===== config.mk =====
export PLATFORM = sky130hd
export DESIGN_NAME = star_delta_starter_relay_sequencer_core
export DESIGN_NICKNAME = d
export VERILOG_FILES = /design/src/design/sdsr_pkg.sv /design/src/design/star_delta_starter_relay_sequencer_core.sv /design/src/design/sdsr_cfg.sv /design/src/design/sdsr_seq.sv /design/src/design/sdsr_relay.sv
export VERILOG_INCLUDE_DIRS = /design/src /design/src/design
export SDC_FILE = /design/constraint.sdc
export NUM_CORES = 1
export LEC_CHECK = 0
export BUFFER_PORTS_ARGS = -buffer_cell sky130_fd_sc_hd__buf_2
export CAP_MARGIN = 20
export CORE_MARGIN = 5
export CORE_UTILIZATION = 25
export DETAILED_ROUTE_END_ITERATION = 8
export PLACE_DENSITY = 0.53
export SLEW_MARGIN = 40
export SYNTH_ARGS = -nofsm -noshare
export SYNTH_HDL_FRONTEND = slang
export SYNTH_SLANG_ARGS = --single-unit

===== constraint.sdc =====
create_clock -name clk -period 5.3 [get_ports clk]
set_input_delay 1.06 -clock clk [delete_from_list [all_inputs] [get_ports clk]]
set_output_delay 1.06 -clock clk [all_outputs]
set_load 0.01 [all_outputs]

===== src/design/star_delta_starter_relay_sequencer_core_assert.svh =====
// assertion macros shared by the star-delta sequencer files
// each macro expands to one labelled concurrent assertion on clk, disabled in rst
`ifndef STAR_DELTA_STARTER_RELAY_SEQUENCER_CORE_ASSERT_SVH
`define STAR_DELTA_STARTER_RELAY_SEQUENCER_CORE_ASSERT_SVH

// consequent must hold in the same cycle as the antecedent
`define SDSR_ASSERT_NOW(lbl, ante, cons, msg) \
  lbl: assert property (@(posedge clk) disable iff (rst) (ante) |-> (cons)) \
    else $error(msg);

// consequent must hold in the cycle after the antecedent
`define SDSR_ASSERT_NEXT(lbl, ante, cons, msg) \
  lbl: assert property (@(posedge clk) disable iff (rst) (ante) |=> (cons)) \
    else $error(msg);

`endif


===== src/design/sdsr_pkg.sv =====
// ----------------------------------------------------------------------------
// sdsr_pkg
// Shared constants, codes and types of the star-delta relay sequencer.
// ----------------------------------------------------------------------------
`timescale 1ns / 1ps

package sdsr_pkg;

  // field widths
  localparam int DELAY_W    = 6;
  localparam int CSTATE_W   = 2;
  localparam int STAGE_W    = 14;
  localparam int OFF_W      = 8;
  localparam int NUM_RELAYS = 4;

  // timing constants
  localparam int TICK_MS_DEF = 5;
  localparam logic [STAGE_W-1:0] STAGE_TIMER_MAX = 14'd16383;
  localparam logic [OFF_W-1:0]   OFF_TIMER_MAX   = 8'd255;
  localparam logic [OFF_W-1:0]   ON_DELAY_TICKS  = 8'd20;
  localparam int GAP_MS   = 100;
  localparam int MS_PER_S = 1000;

  // relay bit positions
  localparam int R_UP    = 0;
  localparam int R_DOWN  = 1;
  localparam int R_STAR  = 2;
  localparam int R_DELTA = 3;

  // controller state codes
  localparam logic [CSTATE_W-1:0] CSTATE_READY = 2'd1;
  localparam logic [CSTATE_W-1:0] CSTATE_RUN   = 2'd2;

  // motor winding command codes
  localparam logic [1:0] MOTOR_NONE  = 2'b00;
  localparam logic [1:0] MOTOR_STAR  = 2'b01;
  localparam logic [1:0] MOTOR_DELTA = 2'b10;

  // configuration port
  localparam int APB_ADDR_W = 2;
  localparam int APB_DATA_W = 32;
  localparam logic [APB_ADDR_W-1:0] REG_DELAY_ADDR = 2'd0;

  // sequencer result handed to the relay lanes and the result register
  typedef struct packed {
    logic [NUM_RELAYS-1:0] request;
    logic [1:0]            motor_cmd;
    logic                  clear_check;
  } seq_out_t;

endpackage


===== src/design/star_delta_starter_relay_sequencer_core.sv =====
// ----------------------------------------------------------------------------
// star_delta_starter_relay_sequencer_core
// Star-delta motor starter relay sequencer, one word per control tick.
// ----------------------------------------------------------------------------
// Usage:
//   Input channel (in_valid/in_ready) carries one tick word: controller state,
//   direction order, up test order and starting-check flag. Output channel
//   (out_valid/out_ready) returns one result word per tick: the four relay
//   drives, the two winding command bits and the check-clear flag.
//   The star time in seconds is written over the APB port at address 0;
//   write it only while no tick word is in flight.
//   A result word is presented the cycle after its tick word is accepted.
//   One tick word is taken per cycle while the receiver keeps up; all work
//   is done in one pass of logic between the input and the result register.
//   A stalled receiver holds the result register; a new tick word is still
//   taken in the cycle the waiting result leaves, so in_ready only drops
//   while a result waits and out_ready is low.
//   Reset (rst, synchronous) clears the star time, the stage sequence, all
//   relay timers and drives, and empties the result register.
// ----------------------------------------------------------------------------
`timescale 1ns / 1ps

module star_delta_starter_relay_sequencer_core
  import sdsr_pkg::*;
#(
  parameter int TICK_MS = TICK_MS_DEF
) (
  input  logic                  clk,
  input  logic                  rst,
  // apb configuration
  input  logic                  psel,
  input  logic                  penable,
  input  logic                  pwrite,
  input  logic [APB_ADDR_W-1:0] paddr,
  input  logic [APB_DATA_W-1:0] pwdata,
  output logic [APB_DATA_W-1:0] prdata,
  output logic                  pready,
  // tick words in
  input  logic                  in_valid,
  output logic                  in_ready,
  input  logic [CSTATE_W-1:0]   controller_state,
  input  logic                  direction_up,
  input  logic                  activate_up_order,
  input  logic                  starting_check,
  // result words out
  output logic                  out_valid,
  input  logic                  out_ready,
  output logic                  relay_up_on,
  output logic                  relay_down_on,
  output logic                  relay_star_on,
  output logic                  relay_delta_on,
  output logic                  motor_star_cmd,
  output logic                  motor_delta_cmd,
  output logic                  clear_starting_check
);

`include "star_delta_starter_relay_sequencer_core_assert.svh"

  logic [DELAY_W-1:0]    delay_s;
  logic                  accept;
  seq_out_t              seq_out;
  logic [NUM_RELAYS-1:0] drive_next;

  // handshake
  assign in_ready = !out_valid || out_ready;
  assign accept   = in_valid && in_ready;

  sdsr_cfg u_cfg (
    .clk     (clk),
    .rst     (rst),
    .psel    (psel),
    .penable (penable),
    .pwrite  (pwrite),
    .paddr   (paddr),
    .pwdata  (pwdata),
    .prdata  (prdata),
    .pready  (pready),
    .delay_s (delay_s)
  );

  sdsr_seq #(
    .TICK_MS (TICK_MS)
  ) u_seq (
    .clk               (clk),
    .rst               (rst),
    .accept            (accept),
    .delay_s           (delay_s),
    .controller_state  (controller_state),
    .direction_up      (direction_up),
    .activate_up_order (activate_up_order),
    .starting_check    (starting_check),
    .seq_out           (seq_out)
  );

  sdsr_relay u_relay (
    .clk        (clk),
    .rst        (rst),
    .accept     (accept),
    .request    (seq_out.request),
    .drive_next (drive_next)
  );

  // result valid flag
  always_ff @(posedge clk) begin
    if (rst) begin
      out_valid <= 1'b0;
    end else if (accept) begin
      out_valid <= 1'b1;
    end else if (out_ready) begin
      out_valid <= 1'b0;
    end
  end

  // result word register
  always_ff @(posedge clk) begin
    if (accept) begin
      relay_up_on          <= drive_next[R_UP];
      relay_down_on        <= drive_next[R_DOWN];
      relay_star_on        <= drive_next[R_STAR];
      relay_delta_on       <= drive_next[R_DELTA];
      motor_star_cmd       <= seq_out.motor_cmd[0];
      motor_delta_cmd      <= seq_out.motor_cmd[1];
      clear_starting_check <= seq_out.clear_check;
    end
  end

  // checks
  `SDSR_ASSERT_NOW(a_star_delta_excl, out_valid, !(relay_star_on && relay_delta_on),
    "star and delta relays driven together")
  `SDSR_ASSERT_NOW(a_motor_cmd_excl, out_valid, !(motor_star_cmd && motor_delta_cmd),
    "motor command is both star and delta")
  `SDSR_ASSERT_NEXT(a_accept_gives_word, in_valid && in_ready, out_valid,
    "accepted tick word produced no result word")

endmodule


===== src/design/sdsr_cfg.sv =====
// ----------------------------------------------------------------------------
// sdsr_cfg
// APB register file holding the star time in seconds.
// ----------------------------------------------------------------------------
`timescale 1ns / 1ps

module sdsr_cfg
  import sdsr_pkg::*;
(
  input  logic                  clk,
  input  logic                  rst,
  input  logic                  psel,
  input  logic                  penable,
  input  logic                  pwrite,
  input  logic [APB_ADDR_W-1:0] paddr,
  input  logic [APB_DATA_W-1:0] pwdata,
  output logic [APB_DATA_W-1:0] prdata,
  output logic                  pready,
  output logic [DELAY_W-1:0]    delay_s
);

  logic wr_en;

  // no wait states
  assign pready = 1'b1;
  assign wr_en  = psel && penable && pwrite && pready && (paddr == REG_DELAY_ADDR);

  // delay register
  always_ff @(posedge clk) begin
    if (rst) begin
      delay_s <= '0;
    end else if (wr_en) begin
      delay_s <= pwdata[DELAY_W-1:0];
    end
  end

  // read back
  assign prdata = (paddr == REG_DELAY_ADDR) ? APB_DATA_W'(delay_s) : '0;

endmodule


===== src/design/sdsr_seq.sv =====
// ----------------------------------------------------------------------------
// sdsr_seq
// Star-delta stage sequencer: stage timer, motor command and relay requests.
// ----------------------------------------------------------------------------
`timescale 1ns / 1ps

module sdsr_seq
  import sdsr_pkg::*;
#(
  parameter int TICK_MS = TICK_MS_DEF
) (
  input  logic                clk,
  input  logic                rst,
  input  logic                accept,
  input  logic [DELAY_W-1:0]  delay_s,
  input  logic [CSTATE_W-1:0] controller_state,
  input  logic                direction_up,
  input  logic                activate_up_order,
  input  logic                starting_check,
  output seq_out_t            seq_out
);

  localparam int PROD_W = STAGE_W + $clog2(TICK_MS + 1);
  localparam int THR_W  = DELAY_W + $clog2(MS_PER_S + 1);
  localparam int CMP_W  = (PROD_W > THR_W) ? PROD_W : THR_W;

  typedef enum logic [1:0] {
    STAGE_STAR,
    STAGE_GAP,
    STAGE_DONE
  } stage_t;

  stage_t                switch_stage, switch_stage_next;
  logic                  switch_done, switch_done_next;
  logic [STAGE_W-1:0]    stage_timer, stage_timer_next;
  logic [NUM_RELAYS-1:0] relay_request, relay_request_next;

  logic [STAGE_W-1:0]    timer_inc;
  logic [CMP_W-1:0]      elapsed_ms;
  logic [CMP_W-1:0]      star_limit_ms;
  logic [NUM_RELAYS-1:0] dir_mask;
  logic [1:0]            motor_cmd;
  logic                  clear_check;

  // saturating timer step and elapsed time in ms
  assign timer_inc     = (stage_timer < STAGE_TIMER_MAX) ? stage_timer + STAGE_W'(1)
                                                         : stage_timer;
  assign elapsed_ms    = CMP_W'(timer_inc) * CMP_W'(TICK_MS);
  assign star_limit_ms = CMP_W'(delay_s) * CMP_W'(MS_PER_S);

  // direction relay for this tick
  always_comb begin
    dir_mask = '0;
    if (direction_up) begin
      dir_mask[R_UP] = 1'b1;
    end else begin
      dir_mask[R_DOWN] = 1'b1;
    end
  end

  // winding command from the stage reached so far
  always_comb begin
    if ((delay_s == '0) || switch_done) begin
      motor_cmd = MOTOR_DELTA;
    end else if (switch_stage == STAGE_GAP) begin
      motor_cmd = MOTOR_NONE;
    end else begin
      motor_cmd = MOTOR_STAR;
    end
  end

  // request and stage update
  always_comb begin
    switch_stage_next  = switch_stage;
    switch_done_next   = switch_done;
    stage_timer_next   = stage_timer;
    relay_request_next = relay_request;
    clear_check        = 1'b0;
    if (starting_check && (controller_state == CSTATE_READY)) begin
      // starting check: only the up relay follows the test order
      relay_request_next[R_UP] = activate_up_order;
      clear_check              = !activate_up_order;
    end else if (controller_state != CSTATE_RUN) begin
      relay_request_next = '0;
      switch_done_next   = 1'b0;
      switch_stage_next  = STAGE_STAR;
      stage_timer_next   = '0;
    end else begin
      relay_request_next = '0;
      if (switch_stage == STAGE_GAP) begin
        relay_request_next = dir_mask;
      end
      if (motor_cmd == MOTOR_DELTA) begin
        relay_request_next[R_DELTA] = 1'b1;
        relay_request_next          = relay_request_next | dir_mask;
      end else if (motor_cmd == MOTOR_STAR) begin
        relay_request_next[R_STAR] = 1'b1;
        relay_request_next         = relay_request_next | dir_mask;
      end
      if ((delay_s != '0) && (switch_stage == STAGE_STAR)) begin
        stage_timer_next = timer_inc;
        if (elapsed_ms > star_limit_ms) begin
          relay_request_next[R_STAR]  = 1'b0;
          relay_request_next[R_DELTA] = 1'b0;
          switch_stage_next           = STAGE_GAP;
          stage_timer_next            = '0;
        end
      end else if (switch_stage == STAGE_GAP) begin
        stage_timer_next = timer_inc;
        if (elapsed_ms > CMP_W'(GAP_MS)) begin
          switch_stage_next = STAGE_DONE;
          switch_done_next  = 1'b1;
          stage_timer_next  = '0;
        end
      end
    end
  end

  // sequencer state
  always_ff @(posedge clk) begin
    if (rst) begin
      switch_stage  <= STAGE_STAR;
      switch_done   <= 1'b0;
      stage_timer   <= '0;
      relay_request <= '0;
    end else if (accept) begin
      switch_stage  <= switch_stage_next;
      switch_done   <= switch_done_next;
      stage_timer   <= stage_timer_next;
      relay_request <= relay_request_next;
    end
  end

  assign seq_out.request     = relay_request_next;
  assign seq_out.motor_cmd   = motor_cmd;
  assign seq_out.clear_check = clear_check;

endmodule


===== src/design/sdsr_relay.sv =====
// ----------------------------------------------------------------------------
// sdsr_relay
// Four relay lanes with switch-on delay after an off period; off is immediate.
// ----------------------------------------------------------------------------
`timescale 1ns / 1ps

module sdsr_relay
  import sdsr_pkg::*;
(
  input  logic                  clk,
  input  logic                  rst,
  input  logic                  accept,
  input  logic [NUM_RELAYS-1:0] request,
  output logic [NUM_RELAYS-1:0] drive_next
);

  logic [OFF_W-1:0]      off_timer [NUM_RELAYS];
  logic [OFF_W-1:0]      off_timer_next [NUM_RELAYS];
  logic [NUM_RELAYS-1:0] was_requested, was_requested_next;
  logic [NUM_RELAYS-1:0] drive;

  // per-lane on-delay logic
  always_comb begin
    logic [OFF_W-1:0] step;
    for (int i = 0; i < NUM_RELAYS; i++) begin
      step = (off_timer[i] < OFF_TIMER_MAX) ? off_timer[i] + OFF_W'(1) : off_timer[i];
      if (!request[i]) begin
        drive_next[i]         = 1'b0;
        off_timer_next[i]     = was_requested[i] ? '0 : step;
        was_requested_next[i] = 1'b0;
      end else begin
        drive_next[i]         = drive[i] || (step > ON_DELAY_TICKS);
        off_timer_next[i]     = step;
        was_requested_next[i] = 1'b1;
      end
    end
  end

  // lane state
  always_ff @(posedge clk) begin
    if (rst) begin
      drive         <= '0;
      was_requested <= '0;
      for (int i = 0; i < NUM_RELAYS; i++) begin
        off_timer[i] <= '0;
      end
    end else if (accept) begin
      drive         <= drive_next;
      was_requested <= was_requested_next;
      for (int i = 0; i < NUM_RELAYS; i++) begin
        off_timer[i] <= off_timer_next[i];
      end
    end
  end

endmodule


### Word-level counts from Yosys, hierarchy flattened

Memory sizes are Yosys's and may differ from the RTL's.
Index checks and enable logic that the tools add are counted.

* add/sub/neg operators: 5
* $mul: 2
* order comparisons: 11
* equal/unequal tests: 7
* multiplexer cells: 61
* bitwise operators: 7
* reductions and logical operators: 26

Operator list (count)
* $mux W8: 16
* $mux W14: 6
* $add A8 B1 Y8 const B: 4
* $gt A8 B5 Y1 const B: 4
* $lt A8 B8 Y1 const B: 4
* $mux W1: 23
* $mux W4: 5
* $mux W2: 9
* $gt A17 B16 Y1: 1
* $gt A17 B7 Y1 const B: 1
* $mul A14 B3 Y17 const B: 1
* $add A14 B1 Y14 const B: 1
* $lt A14 B14 Y1 const B: 1
* $mul A6 B7 Y13 const B: 1
* $reduce_and A5 Y1: 2
* $or A4 B2 Y4: 2
* $eq A2 B1 Y1 const B: 3
* $logic_and A1 B1 Y1: 6
* $logic_not A6 Y1: 1
* $logic_or A1 B1 Y1: 6
* $mux W6: 1
* $reduce_bool A2 Y1: 3
* $reduce_bool A3 Y1: 2
* $reduce_bool A6 Y1: 1
* other kinds (10): 15

* bits in registers: 43
* bits in writable memories: 32
* input bits: 46
* logic and storage cells: 135
* memories kept: 1

Memories
* u_relay.off_timer: words 4, width 8, read ports 4, clocked after memory_dff 0, wr ports 4, RTL line sdsr_relay.sv:17 `logic [OFF_W-1:0] off_timer [NUM_RELAYS];`

### Logic depth before layout (Yosys ltp)

Gate-level depths: netlist of the first run.

* depth after elaboration: 13
* gate-level depth with buffers: 26
* depth with buffers taken out: 25

### Modules after synthesis

A second synthesis of the first run with hierarchy kept.

* cells, all modules: 795
* area, all modules: 6787.8 um2

By module, submodules not included
* sdsr_seq: instances 1, cells an instance 428, area each 3372.0 um2, seq. area each 400.4 um2
* sdsr_relay: instances 1, cells an instance 292, area each 2610.0 um2, seq. area each 1121.1 um2
* sdsr_cfg: instances 1, cells an instance 63, area each 540.5 um2, seq. area each 120.1 um2
* star_delta_starter_relay_sequencer_core: instances 1, cells an instance 12, area each 265.3 um2, seq. area each 230.2 um2

### Worst setup path before layout of the first run

OpenSTA, ideal clock, no wires.

* kind: reg-to-reg
* start: reg u_seq.stage_timer[0]
* end: mem u_relay.off_timer[3][0], in the netlist u_relay.off_timer[0][24] (data pin)
* setup time: 0.271 ns
* arrival: 5.183 ns
* data required time: 5.029 ns
* path slack: -0.155 ns
* stages on the path, launching flop included: 25
* path buffers: 1
* path through: dfxtp_1 -> ha_1 -> nand2_1 -> nor4_4 -> nor3_1 -> or2_2 -> ha_1 -> ha_1 -> fa_1 -> a21oi_1 -> o211ai_1 -> a21oi_2 -> o21bai_1 -> a21oi_1 -> xnor2_1 -> ha_1 -> nand4_1 -> o32ai_1 -> a221o_1 -> a211oi_1 -> a211o_2 -> a31oi_1 -> and2_1 -> buf_2 -> nor3_1

RTL lines
* from (decl): RTL line sdsr_seq.sv:35 `logic [STAGE_W-1:0] stage_timer, stage_timer_next;`
* from (signal assigned): RTL line sdsr_seq.sv:129 `stage_timer <= stage_timer_next;`
* to (decl): RTL line sdsr_relay.sv:17

==> results of run 1 <==
==> state kept, by name, indices dropped and copies added (netlist names), 2 cells and up <==
signal	count
u_relay.off_timer	32
u_seq.stage_timer	14
u_cfg.delay_s	6
u_relay.drive	4
u_relay.was_requested	4
u_seq.switch_stage	2
==> worst max-delay path: cells and delay by family, from the launching register on <==
family	cells	cell delay [ns]
buf+inv	1	0.17
flops	1	0.35
fa+ha+maj	5	1.21
simple gates	6	0.91
xor+xnor	1	0.10
compound gates	11	2.32
==> cell usage after synthesis (all sizes together) (12+ instances only) <==
library cell	count	area (sq um)
edfxtp	39	1171
mux2i	12	120.1
a31oi	13	81.33
ha	59	738.2
dfxtp	32	640.6
inv	49	183.9
a21oi	44	224.0
xnor2	25	219.0
buf	35	251.5
nor3	21	105.1
o21ai	27	135.1
clkbuf	14	52.55
xor2	15	131.4
fa	14	280.3
a211oi	12	95.09
o211ai	12	90.09
nand3	28	140.1
nand2	41	153.9
nor2	84	317.8
==> final cells by class <==
cell class              count  area (sq um)  area share, %
multi-input cells         570          4408          54.76
repair buffers            137         947.2          11.77
clock buffers              10         239.0          2.969
clock inverters             6         36.28         0.4508
well taps                 324         405.4          5.037
flip-flops and latches     71          1826          22.68
inverters                  50         187.7          2.332
==> how the worst min path moves through the flow <==
stage	to	cells past startpoint
floorplan	u_relay.drive[0]	2
global placement	u_relay.drive[1]	2
detailed placement	u_relay.drive[1]	2
CTS	u_relay.drive[1]	2
global route	u_relay.drive[1]	2
finish	u_relay.drive[1]	2
==> cell families after synthesis <==
family                   synth area share [%]
AND/OR/NAND/NOR                         20.96
XOR/XNOR                                6.320
other                                  0.1200
buffers and inverters                   7.860
multiplexers                            2.520
flip-flops                              28.96
AO/OA/AOI/OAI                           16.82
adder cells (fa/ha/maj)                 16.44
==> routing by layer <==
layer | vias to the layer above | routed length, um
li1 | 2779 | -
met1 | 2542 | 7092
met2 | 58 | 7101
met3 | 14 | 404
met4 | 0 | 238
met5 | - | 0
==> power by group through the flow <==
stage	clock network, W	logic, W	registers, W
after floorplan	0	0.000144	0.000642
after global placement	0	0.000187	0.000646
after detailed placement	0	0.000187	0.000646
after CTS	0.000586	0.000191	0.000635
after global routing	0.000613	0.000244	0.000640
final	0.000570	0.000219	0.000635
==> through the flow <==
stage | hold slack, ns | std cells | worst slack (ns) | util (%)
3_5_place_dp | 0.4575 | 1134 | -0.2914 | 29.83
2_1_floorplan | 0.4365 | 739 | 0.008141 | -
6_report | 0.4647 | 1168 | -0.01211 | 32.90
5_1_grt | 0.4876 | 1168 | -0.3132 | 32.90
3_3_place_gp | 0.4501 | 1134 | -0.2769 | 29.82
4_1_cts | 0.4685 | 1160 | 0.01656 | 31.71
==> repair_timing <==
| item | 4_1_cts | 5_1_grt |
|---|---|---|
| hold buffers | 0 | 0 |
| resized for setup | 35 | 44 |
| pin swaps | 39 | 43 |
| buffers inserted | 12 | 9 |
| setup endpoints to repair | 35 | 38 |
| gates cloned | 0 | 1 |
==> results.sh, run 1 <==
export IMPL_post_route_period_util_pct=100.2
export IMPL_synth_cell_types=70
export IMPL_core_sq_mm=0.02446
export IMPL_rows=57
export IMPL_status="complete, but fails checks"
export IMPL_startpoint_type="flop"
export IMPL_period_needed_ns=5.312
export IMPL_htree_levels=3
export IMPL_yosysSeqAreaShare_pct=28.96
export IMPL_worstSkewPairLatency_ns=0.34
export IMPL_r2r_start="u_seq.stage_timer[0]"
export IMPL_cpMostUsedCell="ha_4"
export IMPL_ys_warnings_count=0
export IMPL_violations="negative setup slack"
export IMPL_final_common_cell="buf_4"
export IMPL_met1_usage_pct=13.44
export IMPL_synth_area_sq_mm=0.006256
export IMPL_syn_area_per_cell_sq_um=8.762
export IMPL_use_met2_pct=17.09
export IMPL_min_from="u_relay.drive[1]"
export IMPL_combPwrFrac_pct=15.4
export IMPL_end_kind="flop"
export IMPL_power_density_mw_per_mm2=177.0
export IMPL_final_cell_mix="buf_4 (102), nor2_1 (74), ha_1 (54)"
export IMPL_crit_type="reg -> reg"
export IMPL_rsz0062_at_grt="yes"
export IMPL_ios=88
export IMPL_grt_total_usage_pct=10.28
export IMPL_gr_total_overflow=0
export IMPL_setup_viol=4
export IMPL_tritoncts="yes"
export IMPL_cap_violations=0
export IMPL_place_gp_congestion=0.7792
export IMPL_fin_skew_ns=0.006479
export IMPL_swShare_pct=27.69
export IMPL_grt_pass1_wl_um=24500
export IMPL_cts_made_buffers=9
export IMPL_hold_violations=0
export IMPL_pwr_share_clk_pct=40.0
export IMPL_p_total_w=0.001424
export IMPL_vias=5393
export IMPL_cp_arrival_ns=5.40
export IMPL_slew_viol_final=0
export IMPL_critPathLaunch="u_seq.stage_timer[0]"
export IMPL_ant_nets=0
export IMPL_diodes=0
export IMPL_cp_slowest_cell="nor4_4"
export IMPL_cts_path_max_buffers=2
export IMPL_fin_nets=958
export IMPL_p_leak_nw=3.578
export IMPL_holdCritPathClass="reg -> reg"
export IMPL_cp_slowest_stage_delay_ns=0.37
export IMPL_busiest_layer="met2"
export IMPL_fin_area_sq_mm=0.008049
export IMPL_p_seq_share_pct=44.6
export IMPL_switching_power_w=0.0003944
export IMPL_n_fill_cell=2541
export IMPL_dieHeight_um=168.2
export IMPL_tns_ns=-0.03433
export IMPL_die_x_um=168.2
export IMPL_syn_inst=714
export IMPL_required_ns=5.39
export IMPL_cts_root_buf="clkbuf_16"
export IMPL_wl_um=14840
export IMPL_p_int_w=0.001030
export IMPL_grt_pass1_vias=5141
export IMPL_area_growth_pct=28.66
export IMPL_rrSetupSlack_ns=-0.01
export IMPL_slew_headroom_pct=49.81
export IMPL_start_util_pct=25.57
export IMPL_die_area_sq_mm=0.02829
export IMPL_via_per_inst=4.617
export IMPL_clkSlewWorstSetupHoldPaths_ns=0.06
export IMPL_setup_slack_ns=-0.01211
export IMPL_grt_util_met3_pct=1.618
export IMPL_hpwlAfterDp_um=11280
export IMPL_drc=0
export IMPL_drt_pass1_iterations=5
export IMPL_synth_seq_cells=71
export IMPL_vdd_drop_max_mv=0.1399
export IMPL_fmax_ghz=0.1882
export IMPL_worstRegToRegCells=24
export IMPL_cp_max_fo=8
export IMPL_endpoint="u_relay.off_timer[0][19]"
export IMPL_timing_rr_end="u_relay.off_timer[0][19]"
export IMPL_worstPathCellList="ha_4, nand2_4, nor4_4, buf_4, nor3_2, or2_4, ha_4, ha_4, fa_2, a21oi_4, o211ai_1, a21oi_2, o21bai_1, a21oi_2, xnor2_2, ha_1, nand4_1, o32ai_2, a221o_1, a211oi_2, a211o_4, o211ai_1, a31o_2, nor2_1"
export IMPL_drt_iter0_drc=227
export IMPL_async_flop_share_pct=0
export IMPL_antenna_found_initial=0
export IMPL_io_buffers=34
export IMPL_postPlaceCellArea_sq_mm=0.007297
export IMPL_worst_pin_slew_ns=0.7521
export IMPL_synth_edff_count=39
export IMPL_avgRoutedWirePerCell_um=12.70
export IMPL_layout_drive_gt1_share_pct=28.67
export IMPL_synth_flop_cell="edfxtp_1"
export IMPL_cts_sinks=71
export IMPL_grt_max_degree=34
Note: power is estimated with default switching activity, not from simulation.
==> run 2: changes to the inputs <==
BUFFER_PORTS_ARGS = not set   (was -buffer_cell sky130_fd_sc_hd__buf_2)
DONT_BUFFER_PORTS = 1   (was not set)
PLACE_DENSITY = 0.5   (was 0.53)
==> run 2 against run 1 <==
Combinational power down 16%. Critical path depth up 1. First-iteration DRC count up 35%. Clock power down 1%. The flow still finishes with violations (negative setup slack). Non-clock buffer count down 31. Global-route usage up 0.10 points. Die area unchanged. Sequential power about the same. Final area down 2.8%. Wire length up 1.8%. Sequential cell count unchanged. Critical endpoint is now u_seq.stage_timer[13]. Highest routed layer unchanged.
==> results.sh, run 2 (synthesis gave the netlist of run 1 again) <==
export IMPL_status="complete, but fails checks"
export IMPL_violations="negative setup slack"
export IMPL_start_util_pct=25.57
export IMPL_grt_max_degree=34
export IMPL_whs_endpoint="u_relay.drive[1]"
export IMPL_worstRegToRegCells=25
export IMPL_crit_buf_inv=2
export IMPL_cap_violations=0
export IMPL_die_area_sq_mm=0.02829
export IMPL_holdCritPathClass="reg -> reg"
export IMPL_placed_cells=1110
export IMPL_cts_path_max_buffers=2
export IMPL_vias=5265
export IMPL_top_register="u_relay.off_timer"
export IMPL_diodes=0
export IMPL_via_per_inst=4.631
export IMPL_finalNonFillerCells=1137
export IMPL_use_met2_pct=16.40
export IMPL_cp_arrival_ns=5.66
export IMPL_min_from="u_relay.drive[1]"
export IMPL_required_ns=5.53
export IMPL_place_gp_congestion=0.7945
export IMPL_cts_sinks=71
export IMPL_largest_reg_flops=32
export IMPL_cp_slowest_cell="fa_2"
export IMPL_hold_violations=0
export IMPL_rows=57
export IMPL_drt_pass1_iterations=4
export IMPL_fmax_ghz=0.1841
export IMPL_cp_max_fo=7
export IMPL_io_buffers=0
export IMPL_crit_type="reg -> reg"
export IMPL_final_cell_mix="buf_4 (105), nor2_1 (80), ha_1 (52)"
export IMPL_whs_path_depth=2
export IMPL_drt_iter0_drc=307
export IMPL_timing_rr_end="u_seq.stage_timer[13]"
export IMPL_tritoncts="yes"
export IMPL_cts_hold_buf=0
export IMPL_dieHeight_um=168.2
export IMPL_cts_root_buf="clkbuf_16"
export IMPL_post_route_period_util_pct=102.5
export IMPL_drc=0
export IMPL_grt_pass1_wl_um=24240
export IMPL_busiest_layer="met2"
export IMPL_rrSetupSlack_ns=-0.13
export IMPL_gr_total_overflow=0
export IMPL_setup_viol=28
export IMPL_hpwlAfterDp_um=11370
export IMPL_rsz0062_at_grt="yes"
export IMPL_area_growth_pct=25.04
export IMPL_slew_viol_final=0
export IMPL_cts_made_buffers=9
export IMPL_holdWs_ns=0.4634
export IMPL_critPathTopFamily="compound AO/OA/AOI/OAI gates"
export IMPL_regArea_sq_mm=0.001829
export IMPL_power_density_mw_per_mm2=177.2
export IMPL_grt_total_usage_pct=10.38
export IMPL_worstSkewPairLatency_ns=0.34
export IMPL_die_x_um=168.2
export IMPL_fin_nets=927
export IMPL_final_common_cell="buf_4"
export IMPL_antenna_found_initial=0
export IMPL_ios=88
export IMPL_fin_skew_ns=0.008312
export IMPL_setup_slack_ns=-0.1308
export IMPL_p_leak_nw=3.442
export IMPL_tns_ns=-1.590
export IMPL_top_regs="u_relay.off_timer: 32 flops, u_seq.stage_timer: 14 flops, u_cfg.delay_s: 6 flops"
export IMPL_startpoint_type="flop"
export IMPL_n_fill_cell=2553
export IMPL_htree_levels=3
export IMPL_worst_pin_slew_ns=0.7772
export IMPL_slew_headroom_pct=48.13
export IMPL_avgRoutedWirePerCell_um=13.28
export IMPL_met1_usage_pct=14.03
export IMPL_core_sq_mm=0.02446
export IMPL_wl_um=15100
export IMPL_period_needed_ns=5.431
export IMPL_clkSlewWorstSetupHoldPaths_ns=0.06
export IMPL_cp_slowest_stage_delay_ns=0.40
export IMPL_ant_nets=0
export IMPL_r2r_start="u_seq.stage_timer[0]"
export IMPL_end_kind="flop"
export IMPL_layout_drive_gt1_share_pct=25.09
export IMPL_grt_pass1_vias=4958
export IMPL_grt_util_met3_pct=1.899
export IMPL_multi_input_area_sq_mm=0.004332
export IMPL_vdd_drop_max_mv=0.1445
-- run 2: changes by cell type in the layout (fill, tap and decap cells not counted), moves of 3 or more --
cell	change
nor2_1	+6
inv_2	+3
nor3_1	+4
dfxtp_1	-3
nor3_2	-4
dfxtp_2	+3
buf_4	+3
inv_1	-3
nor2_2	-5
buf_2	-34
-- run 2: how the worst max path moves through the flow --
stage	from	end	cells after the start
2_1_floorplan	u_seq.stage_timer[4]	u_relay.off_timer[0][23]	22
3_3_place_gp	u_cfg.delay_s[0]	u_relay.off_timer[0][25]	19
3_5_place_dp	u_seq.stage_timer[10]	u_relay.off_timer[0][24]	22
4_1_cts	u_seq.stage_timer[1]	u_seq.stage_timer[4]	28
5_1_grt	u_seq.stage_timer[0]	u_relay.off_timer[0][16]	24
6_report	u_seq.stage_timer[0]	u_seq.stage_timer[13]	25
-- run 2: what timing repair did --
item | 4_1_cts | 5_1_grt
buffers inserted | 4 | 6
gates cloned | 1 | 0
resized for setup | 20 | 47
pin swaps | 20 | 53
endpoints found under the setup margin | 33 | 38
-- run 2: final cells by class --
cell class                 instances  area share, %
clock buffer                      12          3.151
clock inverter                     4         0.2879
inverter                          50          2.399
multi-input combinational        570          55.37
sequential                        71          23.38
tap                              324          5.182
timing repair buffer             106          10.22
-- run 2: metal layers --
layer / share of wire (%) / routed length (um) / vias up
met5: 0 / 0 / -
met4: 2.0 / 308 / 0
met3: 2.9 / 436 / 15
met2: 46 / 7017 / 57
met1: 49 / 7336 / 2472
li1: - / - / 2721
-- run 2: report_power, final --
group          switching (W)  total [W]  internal [W]  leakage [nW]
registers          0.0000271   0.000638      0.000611         0.685
clock network       0.000235   0.000563      0.000327         0.132
logic               0.000109   0.000185     0.0000762          2.63
-- run 2: metrics by stage --
step | setup slack (ns) | area (sq um) | power (W) | utilization (%)
after floorplan | 0.008141 | 6382 | 0.0007866 | -
after global routing | -0.3065 | 7823 | 0.001454 | 31.98
final | -0.1308 | 7823 | 0.001386 | 31.98
after CTS | 0.006660 | 7561 | 0.001391 | 30.91
after detailed placement | -0.2741 | 7202 | 0.0008195 | 29.44
after global placement | -0.2528 | 7199 | 0.0008190 | 29.43
-- run 2: worst register-to-register path, stage by stage, from the launching register on --
cell      delay, ns
dfxtp_2        0.35
ha_4           0.15
nand2_4        0.07
nor4_4         0.36
buf_4          0.17
nor3_2         0.03
or2_4          0.27
ha_4           0.23
ha_4           0.16
fa_2           0.40
a21oi_2        0.17
o211ai_1       0.14
a21oi_2        0.18
o21bai_1       0.12
a21oi_2        0.20
xnor2_2        0.11
ha_1           0.33
nand4_1        0.12
o32ai_2        0.33
a221o_1        0.20
a211oi_1       0.06
a211o_4        0.39
buf_4          0.17
mux2_4         0.34
a32oi_1        0.23
nor2_1         0.05
==> run 3: changes to the inputs <==
CELL_PAD_IN_SITES_DETAIL_PLACEMENT = 1   (was not set)
CELL_PAD_IN_SITES_GLOBAL_PLACEMENT = 2   (was not set)
PLACE_DENSITY = 0.67   (was 0.5)
==> run 3 against run 2 <==
Critical path depth unchanged. The flow still finishes with violations (negative setup slack). Register-to-register slack improved by 0.09 ns. Sequential power about the same. Via count increased by 3.9%. Largest cell class unchanged. Setup slack improved by 0.092 ns. Fmax increased by 1.7%. Combinational power increased by 12%. Clock power increased by 16%. Utilization increased by 1.3 points. First-iteration DRC count decreased by 20%. Global-route usage increased by 1.7 points.
==> results.sh, run 3 (synthesis gave the netlist of run 1 again) <==
export IMPL_status="complete, but fails checks"
export IMPL_violations="negative setup slack"
export IMPL_core_sq_mm=0.02446
export IMPL_vdd_drop_max_mv=0.1327
export IMPL_placed_cells=1116
export IMPL_hpwlAfterDp_um=12940
export IMPL_grt_pass1_vias=5695
export IMPL_cts_path_max_buffers=2
export IMPL_top_regs="u_relay.off_timer: 32 flops, u_seq.stage_timer: 14 flops, u_cfg.delay_s: 6 flops"
export IMPL_multi_input_area_sq_mm=0.004456
export IMPL_postPlaceCellArea_sq_mm=0.007247
export IMPL_end_kind="flop"
export IMPL_fin_area_sq_mm=0.008134
export IMPL_place_gp_congestion=0.7638
export IMPL_cts_made_buffers=9
export IMPL_drc=0
export IMPL_required_ns=5.37
export IMPL_cp_slowest_cell="nor4_4"
export IMPL_grt_pass1_wl_um=28480
export IMPL_grt_max_degree=34
export IMPL_drt_iter0_drc=245
export IMPL_gr_total_overflow=0
export IMPL_cts_hold_buf=0
export IMPL_holdWs_ns=0.4632
export IMPL_ios=88
export IMPL_avgRoutedWirePerCell_um=14.92
export IMPL_worstSkewPairLatency_ns=0.35
export IMPL_holdCritPathClass="reg -> reg"
export IMPL_regArea_sq_mm=0.001828
export IMPL_tns_ns=-0.4126
export IMPL_start_util_pct=25.57
export IMPL_fin_skew_ns=0.009044
export IMPL_period_needed_ns=5.339
export IMPL_die_x_um=168.2
export IMPL_use_met2_pct=20.23
export IMPL_ant_nets=0
export IMPL_rsz0062_at_grt="yes"
export IMPL_rows=57
export IMPL_rrSetupSlack_ns=-0.04
export IMPL_cts_sinks=71
export IMPL_critPathTopFamily="adder cells"
export IMPL_p_leak_nw=3.589
export IMPL_startpoint_type="flop"
export IMPL_cts_root_buf="clkbuf_16"
export IMPL_fin_nets=944
export IMPL_n_fill_cell=2847
export IMPL_cap_violations=0
export IMPL_via_per_inst=4.738
export IMPL_busiest_layer="met2"
export IMPL_wl_um=17220
export IMPL_fmax_ghz=0.1873
export IMPL_met1_usage_pct=15.94
export IMPL_worst_pin_slew_ns=0.7797
export IMPL_htree_levels=3
export IMPL_grt_total_usage_pct=12.09
export IMPL_setup_slack_ns=-0.03927
export IMPL_area_growth_pct=30.02
export IMPL_layout_drive_gt1_share_pct=28.55
export IMPL_vias=5468
export IMPL_finalNonFillerCells=1154
export IMPL_tritoncts="yes"
export IMPL_hold_violations=0
export IMPL_post_route_period_util_pct=100.7
export IMPL_grt_util_met3_pct=1.665
export IMPL_diodes=0
export IMPL_p_total_w=0.001500
export IMPL_slew_viol_final=0
export IMPL_dieHeight_um=168.2
export IMPL_cp_arrival_ns=5.40
export IMPL_top_register="u_relay.off_timer"
export IMPL_crit_type="reg -> reg"
export IMPL_die_area_sq_mm=0.02829
export IMPL_cp_slowest_stage_delay_ns=0.42
export IMPL_crit_buf_inv=4
export IMPL_drt_pass1_iterations=4
export IMPL_cp_max_fo=8
export IMPL_slew_headroom_pct=47.96
export IMPL_power_density_mw_per_mm2=184.4
export IMPL_antenna_found_initial=0
export IMPL_final_cell_mix="buf_4 (118), nor2_1 (79), ha_1 (53)"
export IMPL_clkSlewWorstSetupHoldPaths_ns=0.06
export IMPL_setup_viol=18
export IMPL_largest_reg_flops=32
export IMPL_io_buffers=0
export IMPL_cpMostUsedCell="buf_4"
export IMPL_final_common_cell="buf_4"
## run 3: final timing paths
check / start / end / depth (start not counted)
max reg2reg: u_seq.stage_timer[9] / u_relay.off_timer[0][25] / 25
min reg2reg: u_relay.drive[1] / u_relay.drive[1] / 2
max: u_seq.stage_timer[9] / u_relay.off_timer[0][25] / 25
min: u_relay.drive[1] / u_relay.drive[1] / 2
## run 3: where the power goes
part,internal [W],leakage [nW],switching [W]
combinational,0.0000885,2.75,0.000119
sequential,0.000611,0.684,0.0000282
clock,0.000397,0.152,0.000257
total,0.00110,3.59,0.000404
## run 3: final cells by class
type / instances / area share (%)
Inverter: 50 / 2.307
Multi-Input combinational cell: 570 / 54.78
Clock inverter: 5 / 0.7537
Timing Repair Buffer: 123 / 11.58
Clock buffer: 11 / 3.123
Tap cell: 324 / 4.984
Sequential cell: 71 / 22.47
## run 3: through the flow
step                utilization (%)  setup WS (ns)
detailed placement            29.63        -0.3025
floorplan                         -       0.008141
global placement              29.61        -0.3051
CTS                           32.11       -0.03607
global route                  33.25        -0.3176
finish                        33.25       -0.03927
## run 3: layer usage
| layer | up-vias | share of wire, % |
|---|---|---|
| li1 | 2736 | - |
| met1 | 2655 | 48 |
| met2 | 59 | 48 |
| met3 | 18 | 2.3 |
| met4 | 0 | 1.9 |
| met5 | - | 0 |
## run 3: timing repair
action | CTS | global route
gates resized for setup | 43 | 49
setup endpoints to repair | 35 | 39
pin swaps | 45 | 44
setup buffers | 14 | 9
gates cloned | 1 | 0
## run 3: worst reg2reg max path: cells and delay by family (launching register included)
family,cells,cell delay (ns)
compound gates,7,1.16
simple gates,8,1.36
xor+xnor,1,0.16
flops,1,0.35
buf+inv,4,0.60
fa+ha+maj,5,1.44
